--- config.mk ---
export PLATFORM = sky130hd
export DESIGN_NAME = pgd_div
export DESIGN_NICKNAME = d
export VERILOG_FILES = /design/src/design/pgd_pkg.sv /design/src/design/pgd_div.sv
export SDC_FILE = /design/constraint.sdc
export NUM_CORES = 1
export LEC_CHECK = 0
export BUFFER_PORTS_ARGS = -buffer_cell sky130_fd_sc_hd__buf_2
export CAP_MARGIN = 40
export CORE_MARGIN = 2
export CORE_UTILIZATION = 48
export CTS_BUF_LIST = sky130_fd_sc_hd__clkbuf_4 sky130_fd_sc_hd__clkbuf_8
export CTS_CLUSTER_DIAMETER = 200
export DETAILED_ROUTE_END_ITERATION = 6
export GPL_TIMING_DRIVEN = 0
export PLACE_DENSITY = 0.69
export RECOVER_POWER = 100
export SLEW_MARGIN = 25
export SYNTH_ARGS = -nofsm -noshare
export SYNTH_HDL_FRONTEND = slang
export SYNTH_SLANG_ARGS = --single-unit
--- constraint.sdc ---
create_clock -name i_clk -period 6.9 [get_ports i_clk]
set_input_delay 0.69 -clock i_clk [delete_from_list [all_inputs] [get_ports i_clk]]
set_output_delay 0.69 -clock i_clk [all_outputs]
set_load 0.005 [all_outputs]
--- src/design/pgd_pkg.sv ---
// ----------------------------------------------------------------------------
// pgd_pkg
// Types and constants of the particle grid deposit block.
// ----------------------------------------------------------------------------
package pgd_pkg;

    typedef logic signed [31:0] t_q16;
    typedef logic signed [63:0] t_acc;
    typedef logic [31:0]        t_cnt;
    typedef logic [23:0]        t_scale;
    typedef logic [1:0]         t_status;
    typedef logic [2:0]         t_cfg_idx;

    localparam t_status ST_OK      = 2'd0;
    localparam t_status ST_OUTSIDE = 2'd1;
    localparam t_status ST_ZMASS   = 2'd2;

    localparam t_cfg_idx CFG_X_LOW   = 3'd0;
    localparam t_cfg_idx CFG_Y_LOW   = 3'd1;
    localparam t_cfg_idx CFG_Z_LOW   = 3'd2;
    localparam t_cfg_idx CFG_X_SCALE = 3'd3;
    localparam t_cfg_idx CFG_Y_SCALE = 3'd4;
    localparam t_cfg_idx CFG_Z_SCALE = 3'd5;

    localparam logic [31:0] RST_X_LOW   = 32'd11796480;
    localparam logic [31:0] RST_YZ_LOW  = 32'd2621440;
    localparam t_scale      RST_X_SCALE = 24'd52429;
    localparam t_scale      RST_YZ_SCALE = 24'd13107;

    localparam t_cnt CNT_MAX = 32'hFFFF_FFFF;
    localparam t_acc ACC_MAX = 64'sh7FFF_FFFF_FFFF_FFFF;
    localparam t_acc ACC_MIN = 64'sh8000_0000_0000_0000;

    // saturating 64-bit signed add
    function automatic t_acc sat_add(input t_acc a, input t_acc b);
        t_acc r;
        r = a + b;
        if ((a[63] == b[63]) && (r[63] != a[63])) begin
            r = a[63] ? ACC_MIN : ACC_MAX;
        end
        return r;
    endfunction

    function automatic t_cnt sat_inc(input t_cnt a);
        return (a == CNT_MAX) ? a : a + 32'd1;
    endfunction

endpackage

--- src/design/pgd_div.sv ---
// ----------------------------------------------------------------------------
// pgd_div
// Sequential signed divider, one quotient bit per cycle, truncating to zero.
// ----------------------------------------------------------------------------
module pgd_div (
    input  logic               i_clk,
    input  logic               i_rst_n,
    input  logic               i_start,
    input  pgd_pkg::t_acc      i_num,
    input  pgd_pkg::t_q16      i_den,
    output logic               o_done,
    output pgd_pkg::t_acc      o_quo
);
    import pgd_pkg::*;

    logic [63:0] r_quo, n_quo;
    logic [32:0] r_rem, n_rem;
    logic [31:0] r_den;
    logic        r_neg;
    logic [6:0]  r_cnt;
    logic        r_busy;
    logic        r_done;
    logic [33:0] w_trial;
    logic [63:0] w_mag;

    assign w_mag   = i_num[63] ? 64'(-i_num) : i_num;
    assign w_trial = {r_rem, r_quo[63]} - {2'b00, r_den};

    // restoring step
    always_comb begin
        n_rem = r_rem;
        n_quo = r_quo;
        if (!w_trial[33]) begin
            n_rem = w_trial[32:0];
            n_quo = {r_quo[62:0], 1'b1};
        end else begin
            n_rem = {r_rem[31:0], r_quo[63]};
            n_quo = {r_quo[62:0], 1'b0};
        end
    end

    always_ff @(posedge i_clk) begin
        if (!i_rst_n) begin
            r_busy <= 1'b0;
            r_done <= 1'b0;
            r_cnt  <= '0;
        end else begin
            r_done <= 1'b0;
            if (i_start) begin
                r_busy <= 1'b1;
                r_cnt  <= 7'd64;
                r_quo  <= w_mag;
                r_rem  <= '0;
                r_den  <= i_den[31] ? 32'(-i_den) : i_den;
                r_neg  <= i_num[63] ^ i_den[31];
            end else if (r_busy) begin
                r_quo <= n_quo;
                r_rem <= n_rem;
                r_cnt <= r_cnt - 7'd1;
                if (r_cnt == 7'd1) begin
                    r_busy <= 1'b0;
                    r_done <= 1'b1;
                end
            end
        end
    end

    assign o_done = r_done;
    assign o_quo  = r_neg ? 64'(-r_quo) : r_quo;
endmodule

==> impl_metrics.tcl, run 1 <==
set metrics [dict create \
    slowest_stage_cell_on_the_critical_path "sky130_fd_sc_hd__or4_1" \
    powerDensity_nw_per_um2 215 \
    grt_antenna_before_repair 5 \
    dpl.cell_count 1614 \
    wl_met2_um 14100 \
    cp-start-kind "flip-flop" \
    synth.yosys.warnings 0 \
    cts.hold.buffers_added 0 \
    layout_common_cells "sky130_fd_sc_hd__nor2_1 (134), sky130_fd_sc_hd__edfxtp_1 (130), sky130_fd_sc_hd__xnor2_1 (111)" \
    cp.arrival_ps 4840 \
    run_status "complete, but fails checks" \
    synthArstFlopShare_pct 0 \
    finalHoldViolations 0 \
    crit_path_max_fanout 8 \
    maxCapViolations 3 \
    timing.critical_path.buf_inv 3 \
    tmin_final_ps 5530 \
    syn_nets 1305 \
    areaGrowthSynthToFinish_pct 14.4 \
    p_leak_nw 4.50 \
    drt.antenna.violating_nets 0 \
    largest_family_of_logic_cells_by_synthesized_area "simple AND/OR/NAND/NOR gates" \
    clk-insertion-delay-late_ps 490 \
    worst_max_slew_pin_slew_ps 1860 \
    area.sequential_sq_um 4080 \
    wl_met3_um 2570 \
    highest-signal-layer "met5" \
    route.layer.met1.wl_um 12600 \
    boundaryPins 164 \
    path_class "reg -> out" \
    track_usage_pct 25.6 \
    clk_path_buf_depth 2 \
    final.setup_skew_ps 13.1 \
    crit_path_cell_trace "or4_1, or2_0, or4_1, or3b_1, or3_1, clkbuf_1, or2_0, buf_6, or3_4, o31ai_1, xnor2_1, buf_2" \
    cts_sinks 139 \
    dieArea_sq_um 23300 \
    drt_wl_total_um 30000 \
    initial_utilization_pct 48.7 \
    timing.hold.worst.class "reg -> reg" \
    cts.clk_slew.worst_paths_ps 80 \
    yosys.area_share.xor_xnor_pct 15.5 \
    vias 9581 \
    fin_cells 1652 \
    timing.setup.tns_ps 0 \
    place.port_buffers 162 \
    yosys_most_used_dff "sky130_fd_sc_hd__edfxtp_1" \
    critPathCaptureType "output port" \
    multiInputGateArea_sq_um 6100 \
    post_synth_mux_area_share_pct 3.15 \
    rows 54 \
    synth-compound-area-share_pct 16.6 \
    cts_root_buf "sky130_fd_sc_hd__clkbuf_8" \
    maximum_number_of_pins_on_one_net_before_global_route_repair 36 \
    synthesis.instances 1168 \
    cts_tree "yes" \
    post-cts-setup-buffer-count 0 \
    clock.fmax_mhz 181 \
    core_area_sq_um 21800 \
    synth-seq-cells 139 \
    worst_path_largest_cell_delay_ps 580 \
    drt_drc_violations_left 0 \
    synthAdderAreaFrac_pct 4.56 \
    timing_max_transition_violations_final 103 \
    numCtsBuffers 17 \
    detail_route.wl_per_cell_um 18.1 \
    timing.slew.headroom_pct -23.7 \
    chipHeight_um 153 \
    setup_repair_after_global_routing_missed_its_margin "false" \
    firstDrtPassIters 5 \
    data_required_time_of_the_worst_path_ps 6210 \
    failing_checks "capacitance limit, slew limit" \
    drive_above_1_share_pct 11.5 \
    grt_first_pass_wirelength_um 47700 \
    simple_gate_share_of_the_synthesized_area_pct 17.9 \
    synthDistinctLibCells 65 \
    max-vdd-ir-drop_v 0.000117 \
    via_per_inst 5.80 \
    number_of_global_route_vias_before_repair 9166 \
    die_width_um 153 \
    cts_max_level 4 \
    hold_slack_ps 490 \
    synth.cell_area_sq_um 10600 \
    final_net_count 1491 \
    grt.overflow.total 0 \
    cts_resized 0 \
    synth_area_per_cell_sq_um 9.08 \
    finalWeightedCongestion 0.893 \
    synth-edff-count 130 \
    final-setup-viol-count 0 \
    fillers 2069 \
    dpl.hpwl_um 22600 \
    mostFrequentLayoutCell "sky130_fd_sc_hd__nor2_1" \
    drt-initial-drc-count 712 \
    path_delay_family "simple AND/OR/NAND/NOR gates" \
    fin_crit_sh_pct 80.1 \
    seq_area_frac_synth_pct 38.5 \
]
-- routing by layer --
layer	track usage, %	up-vias
met2	41.7	381
met4	8.25	2
met1	33.9	4513
li1	-	4632
met5	0	-
met3	5.80	53
-- cell type report --
type / instances / area share (%)
tap: 280 / 2.89
timing repair buffer: 167 / 6.29
clock inverter: 13 / 1.36
inverter: 55 / 1.70
multi-input combinational: 925 / 50.3
clock buffer: 19 / 2.05
antenna: 5 / 0.103
buffer: 49 / 1.58
sequential: 139 / 33.7
-- worst reg2reg max path: cells and delay by family (launching register included) --
family / cells / cell delay [ps]
compound gates: 1 / 1310
buf+inv: 3 / 3100
flops: 1 / 310
-- where the power goes --
group | leakage (nW) | switching [mW] | internal (mW)
sequential | 1.31 | 0.0547 | 1.02
combinational | 2.97 | 0.468 | 0.338
clock | 0.216 | 0.357 | 0.368
total | 4.50 | 0.879 | 1.73
-- registers in the layout (all words and copies together), names as in the netlist --
name	count
r_busy	1
o_done	1
r_neg	1
r_quo	64
r_cnt	7
r_rem	33
r_den	32
-- worst paths after layout --
| check | startpoint | endpoint | slack, ps | depth (start not counted) |
|---|---|---|---|---|
| max reg2reg | r_busy | r_quo[36] | 1760 | 4 |
| min | r_cnt[6] | o_done | 490 | 1 |
| min reg2reg | r_cnt[6] | o_done | 490 | 1 |
| max | r_quo[5] | o_quo[61] | 1370 | 12 |
-- logic make-up after synthesis --
logic type      after synthesis
simple gates                383
compound gates              284
fa+ha+maj                    38
mux                          33
xor+xnor                    187
flops                       139
buf+inv                     104
-- per-stage QoR --
stage	utilization [%]	power (mW)	instance area (sq um)	setup slack, ps
after detailed placement	54.4	1.90	11800	2150
after floorplan	-	1.64	10600	2620
after global placement	54.1	1.89	11800	1630
after CTS	56.3	2.62	12300	1640
final	55.7	2.61	12100	1370
after global routing	55.7	2.74	12100	1030
-- cell usage after synthesis, drive strengths merged, types with 21 or more instances --
master / n / area, sq um
xor2: 76 / 666
o41ai: 22 / 193
o31ai: 46 / 369
xnor2: 111 / 972
edfxtp: 130 / 3900
inv: 55 / 206
o21ai: 74 / 370
mux2i: 30 / 300
ha: 37 / 463
or4: 21 / 161
a21oi: 99 / 495
nand2: 83 / 312
or3: 29 / 186
clkbuf: 44 / 165
nor2: 134 / 503
No activity file was read; power rests on OpenSTA's default activity.
==> run 2: changes to the inputs <==
Clock period 6.9 ns to 5.5 ns, I/O delays scaled along.
==> impl_metrics.tcl, run 2 (synthesized netlist as in run 1, its figures left out) <==
set metrics [dict create \
    run_status "complete, but fails checks" \
    failing_checks "capacitance limit, slew limit" \
    cts_root_buf "sky130_fd_sc_hd__clkbuf_8" \
    clk_path_buf_depth 2 \
    track_usage_pct 25.6 \
    timing.setup.tns_ps 0 \
    p_leak_nw 4.50 \
    crit_path_max_fanout 8 \
    drt-initial-drc-count 721 \
    mostFrequentLayoutCell "sky130_fd_sc_hd__nor2_1" \
    clock.fmax_mhz 193 \
    cp.arrival_ps 4640 \
    finalWeightedCongestion 0.893 \
    setup_repair_after_global_routing_missed_its_margin "false" \
    boundaryPins 164 \
    clk-insertion-delay-late_ps 490 \
    grt_first_pass_wirelength_um 47700 \
    final_net_count 1491 \
    dpl.hpwl_um 22600 \
    top_regs "r_quo x64, r_rem x33, r_den x32" \
    via_per_inst 5.82 \
    worst_r2r_endpoint "r_quo[36]" \
    vias 9615 \
    timing.slew.headroom_pct -23.7 \
    cts_max_level 4 \
    fin_util_pct 55.8 \
    fillers 2065 \
    areaGrowthSynthToFinish_pct 14.5 \
    drt_wl_total_um 30000 \
    cts_tree "yes" \
    timing.critical_path.buf_inv 3 \
    drive_above_1_share_pct 11.8 \
    postLayoutCellArea_sq_um 12100 \
    data_required_time_of_the_worst_path_ps 4950 \
    finalHoldViolations 0 \
    drt_drc_violations_left 0 \
    place_area_sq_um 11800 \
    critPathCaptureType "output port" \
    cts.clk_slew.worst_paths_ps 80 \
    rows 54 \
    numCtsBuffers 17 \
    tmin_final_ps 5190 \
    timing.critical_path.depth 12 \
    timing.hold.worst.class "in -> reg" \
    chipHeight_um 153 \
    initial_utilization_pct 48.7 \
    number_of_global_route_vias_before_repair 9166 \
    finalPower_mw 3.27 \
    cts_resized 0 \
    reg2reg_from "r_busy" \
    final-setup-viol-count 0 \
    drt.antenna.violating_nets 0 \
    hold_slack_ps 385 \
    die_width_um 153 \
    maximum_number_of_pins_on_one_net_before_global_route_repair 36 \
    grt_antenna_before_repair 5 \
    path_delay_family "simple AND/OR/NAND/NOR gates" \
    fin_crit_sh_pct 94.4 \
    core_area_sq_um 21800 \
    cts_sinks 139 \
    crit_path_cell_trace "or4_1, or2_0, or4_4, or3b_1, or3_1, buf_2, or2_1, buf_6, or3_4, o31ai_2, xnor2_1, clkbuf_1" \
    cp-start-kind "flip-flop" \
    timing_max_transition_violations_final 71 \
    critical_path.endpoint "o_quo[63]" \
    path_class "reg -> out" \
    place.port_buffers 162 \
    cts.hold.buffers_added 0 \
    layout_common_cells "sky130_fd_sc_hd__nor2_1 (134), sky130_fd_sc_hd__edfxtp_1 (130), sky130_fd_sc_hd__xnor2_1 (111)" \
    worst_max_slew_pin_slew_ps 1860 \
    maxCapViolations 2 \
    firstDrtPassIters 5 \
    powerDensity_nw_per_um2 270 \
    worst_path_largest_cell_delay_ps 550 \
    slowest_stage_cell_on_the_critical_path "sky130_fd_sc_hd__or4_1" \
    flop2flop_setup_slack_ps 920 \
    detail_route.wl_per_cell_um 18.2 \
    r2r_cells 4 \
    final.setup_skew_ps 15.8 \
    dieArea_sq_um 23300 \
    post-cts-setup-buffer-count 0 \
    largest_reg_flops 64 \
    grt.overflow.total 0 \
    setup.worst_path.start "r_quo[5]" \
    max_flop_register "r_quo" \
    max-vdd-ir-drop_v 0.000145 \
]
[run 2: cell count changes in the layout (fill, tap and decap cells not counted)]
cell	previous run	this run
sky130_fd_sc_hd__clkbuf_1	106	104
sky130_fd_sc_hd__or4_4	0	1
sky130_fd_sc_hd__or2_1	0	1
sky130_fd_sc_hd__o31ai_2	1	2
sky130_fd_sc_hd__clkbuf_2	15	17
sky130_fd_sc_hd__o31ai_1	44	43
sky130_fd_sc_hd__or4_1	21	20
sky130_fd_sc_hd__or2_0	2	1
[run 2: through the flow]
step / setup WS (ps) / instances
2_1_floorplan: 1360 / 1168
3_3_place_gp: 374 / 1610
3_5_place_dp: 892 / 1614
4_1_cts: 379 / 1646
5_1_grt: 134 / 1648
6_report: 307 / 1652
[run 2: area by class of cell]
type | count | area (sq um) | area share [%]
multi-input cells | 925 | 6110 | 50.4
flip-flops and latches | 139 | 4080 | 33.7
repair buffers | 167 | 763 | 6.29
well taps | 280 | 350 | 2.89
clock buffers | 19 | 249 | 2.05
inverters | 55 | 206 | 1.70
plain buffers | 49 | 193 | 1.59
clock inverters | 13 | 165 | 1.36
diodes | 5 | 12.5 | 0.103
[run 2: how the worst min path moves through the flow]
stage | startpoint | end | slack [ps] | cells after the start
after floorplan | r_cnt[6] | o_done | 440 | 1
after global placement | r_cnt[1] | r_cnt[1] | 480 | 2
after detailed placement | r_cnt[6] | o_done | 490 | 1
after CTS | i_den[0] | r_den[0] | 310 | 1
after global routing | i_den[0] | r_den[0] | 370 | 1
final | i_den[10] | r_den[10] | 380 | 2
[run 2: metal layers]
metal	global-route usage, %	routed length, um
met5	0	7
met4	8.25	688
met3	5.80	2660
met2	41.7	14200
met1	33.9	12500
[run 2: power breakdown]
group | switching [mW] | internal, mW | total [mW]
Combinational | 0.587 | 0.424 | 1.01
Sequential | 0.0687 | 1.28 | 1.35
Clock | 0.450 | 0.462 | 0.912
Total | 1.11 | 2.17 | 3.27
==> run 3: changes to the inputs <==
Settings changed: CORE_UTILIZATION 48 to 60, PLACE_DENSITY 0.69 to 0.84.
Clock period 5.5 ns to 5.9 ns, I/O delays scaled along.
==> impl_metrics.tcl, run 3 (synthesized netlist as in run 1, its figures left out) <==
set metrics [dict create \
    run_status "complete, but fails checks" \
    failing_checks "capacitance limit, slew limit" \
    number_of_global_route_vias_before_repair 9476 \
    critPathCaptureType "output port" \
    fin_util_pct 69.9 \
    powerDensity_nw_per_um2 256 \
    timing.hold.worst.class "in -> reg" \
    clk-insertion-delay-late_ps 470 \
    setup_repair_after_global_routing_missed_its_margin "false" \
    fin_crit_sh_pct 91.8 \
    post-cts-setup-buffer-count 0 \
    clock.fmax_mhz 185 \
    path_class "reg -> out" \
    core_area_sq_um 17300 \
    chipHeight_um 137 \
    grt_first_pass_wirelength_um 46400 \
    cp.arrival_ps 4820 \
    timing.slew.headroom_pct -59.6 \
    dpl.hpwl_um 22300 \
    grt.overflow.total 0 \
    final.setup_skew_ps 9.17 \
    dpl.cell_count 1559 \
    via_per_inst 6.20 \
    place_ws_ps 1220 \
    worst_path_largest_cell_delay_ps 590 \
    crit_path_cell_trace "or4_1, or2_0, or4_1, or3b_1, or3_1, clkbuf_1, or2_0, buf_6, or3_4, o31ai_2, xnor2_1, buf_2" \
    drt.antenna.violating_nets 0 \
    grt_antenna_before_repair 5 \
    initial_utilization_pct 61.3 \
    timing_max_transition_violations_final 44 \
    finalWeightedCongestion 0.927 \
    top_regs "r_quo x64, r_rem x33, r_den x32" \
    final-setup-viol-count 0 \
    maxCapViolations 1 \
    max_flop_register "r_quo" \
    cts_sinks 139 \
    firstDrtPassIters 5 \
    cts.hold.buffers_added 0 \
    data_required_time_of_the_worst_path_ps 5310 \
    cts_max_level 4 \
    max-vdd-ir-drop_v 0.000170 \
    drt-initial-drc-count 893 \
    finalHoldViolations 0 \
    crit_path_max_fanout 8 \
    finalWorstSetupSlack_ps 487 \
    worst_max_slew_pin_slew_ps 2390 \
    drive_above_1_share_pct 12.4 \
    mostFrequentLayoutCell "sky130_fd_sc_hd__nor2_1" \
    numCtsBuffers 17 \
    vias 9895 \
    dieArea_sq_um 18700 \
    cts.clk_slew.worst_paths_ps 80 \
    slowest_stage_cell_on_the_critical_path "sky130_fd_sc_hd__or4_1" \
    clk_path_buf_depth 2 \
    largest_reg_flops 64 \
    track_usage_pct 32.1 \
    finalPower_mw 3.09 \
    place.port_buffers 162 \
    cts_resized 0 \
    areaGrowthSynthToFinish_pct 14.1 \
    timing.setup.tns_ps 0 \
    cts_tree "yes" \
    rows 48 \
    maximum_number_of_pins_on_one_net_before_global_route_repair 45 \
    drt_drc_violations_left 0 \
    final_net_count 1490 \
    tmin_final_ps 5410 \
    drt_wl_total_um 29800 \
    die_width_um 137 \
    p_leak_nw 4.53 \
    cts_root_buf "sky130_fd_sc_hd__clkbuf_8" \
    fin_cells 1595 \
    boundaryPins 164 \
    detail_route.wl_per_cell_um 18.7 \
    layout_common_cells "sky130_fd_sc_hd__nor2_1 (134), sky130_fd_sc_hd__edfxtp_1 (130), sky130_fd_sc_hd__xnor2_1 (111)" \
    cp-start-kind "flip-flop" \
]
## run 3: cell count changes in the layout (fill, tap and decap cells not counted), sizes merged
cell	before	now
clkinvlp	0	4
diode	5	4
inv	59	55
buf	95	97
clkinv	6	4
bufinv	3	4
clkbuf	140	138
## run 3: path summary, 6_finish.rpt
path                                from  slack, ps  cells past startpoint         to
worst min register to register  r_cnt[6]        490                      1     o_done
worst max register to register    r_busy       1440                      4  r_quo[56]
worst max-delay path            r_quo[5]        490                     12  o_quo[63]
worst min-delay path             i_rst_n        420                      2   r_cnt[6]
## run 3: worst max-delay path: cells and delay by family, from the launching register on
kind                   cells  cell delay [ps]
AO/OA/AOI/OAI              1              220
AND/OR/NAND/NOR            7             2930
XOR/XNOR                   1              190
flip-flops                 1              470
buffers and inverters      3              550
## run 3: area by class of cell
cell class                      instances  area (sq um)
Timing Repair Buffer                  166           773
Fill cell                            1380          5210
Sequential cell                       139          4080
Clock buffer                           20           263
Inverter                               55           206
Multi-Input combinational cell        925          6110
Antenna cell                            4          10.0
Buffer                                 49           191
Tap cell                              225           282
Clock inverter                         12           174
## run 3: metrics by stage
stage          hold slack, ps  cell area, sq um
2_1_floorplan             441             10600
3_3_place_gp              479             11700
3_5_place_dp              486             11800
4_1_cts                   359             12200
5_1_grt                   417             12100
6_report                  422             12100
## run 3: power by group
group / internal (mW) / leakage [nW] / switching [mW] / total (mW)
Combinational: 0.398 / 3.01 / 0.557 / 0.955
Sequential: 1.20 / 1.31 / 0.0648 / 1.26
Clock: 0.479 / 0.212 / 0.397 / 0.876
Total: 2.07 / 4.53 / 1.02 / 3.09
## run 3: layer usage
| layer | wire length [um] | global-route usage (%) |
|---|---|---|
| met2 | 14500 | 54.6 |
| met3 | 2880 | 6.67 |
| met4 | 1090 | 15.1 |
| met5 | 13 | 0 |
| met1 | 11300 | 39.0 |
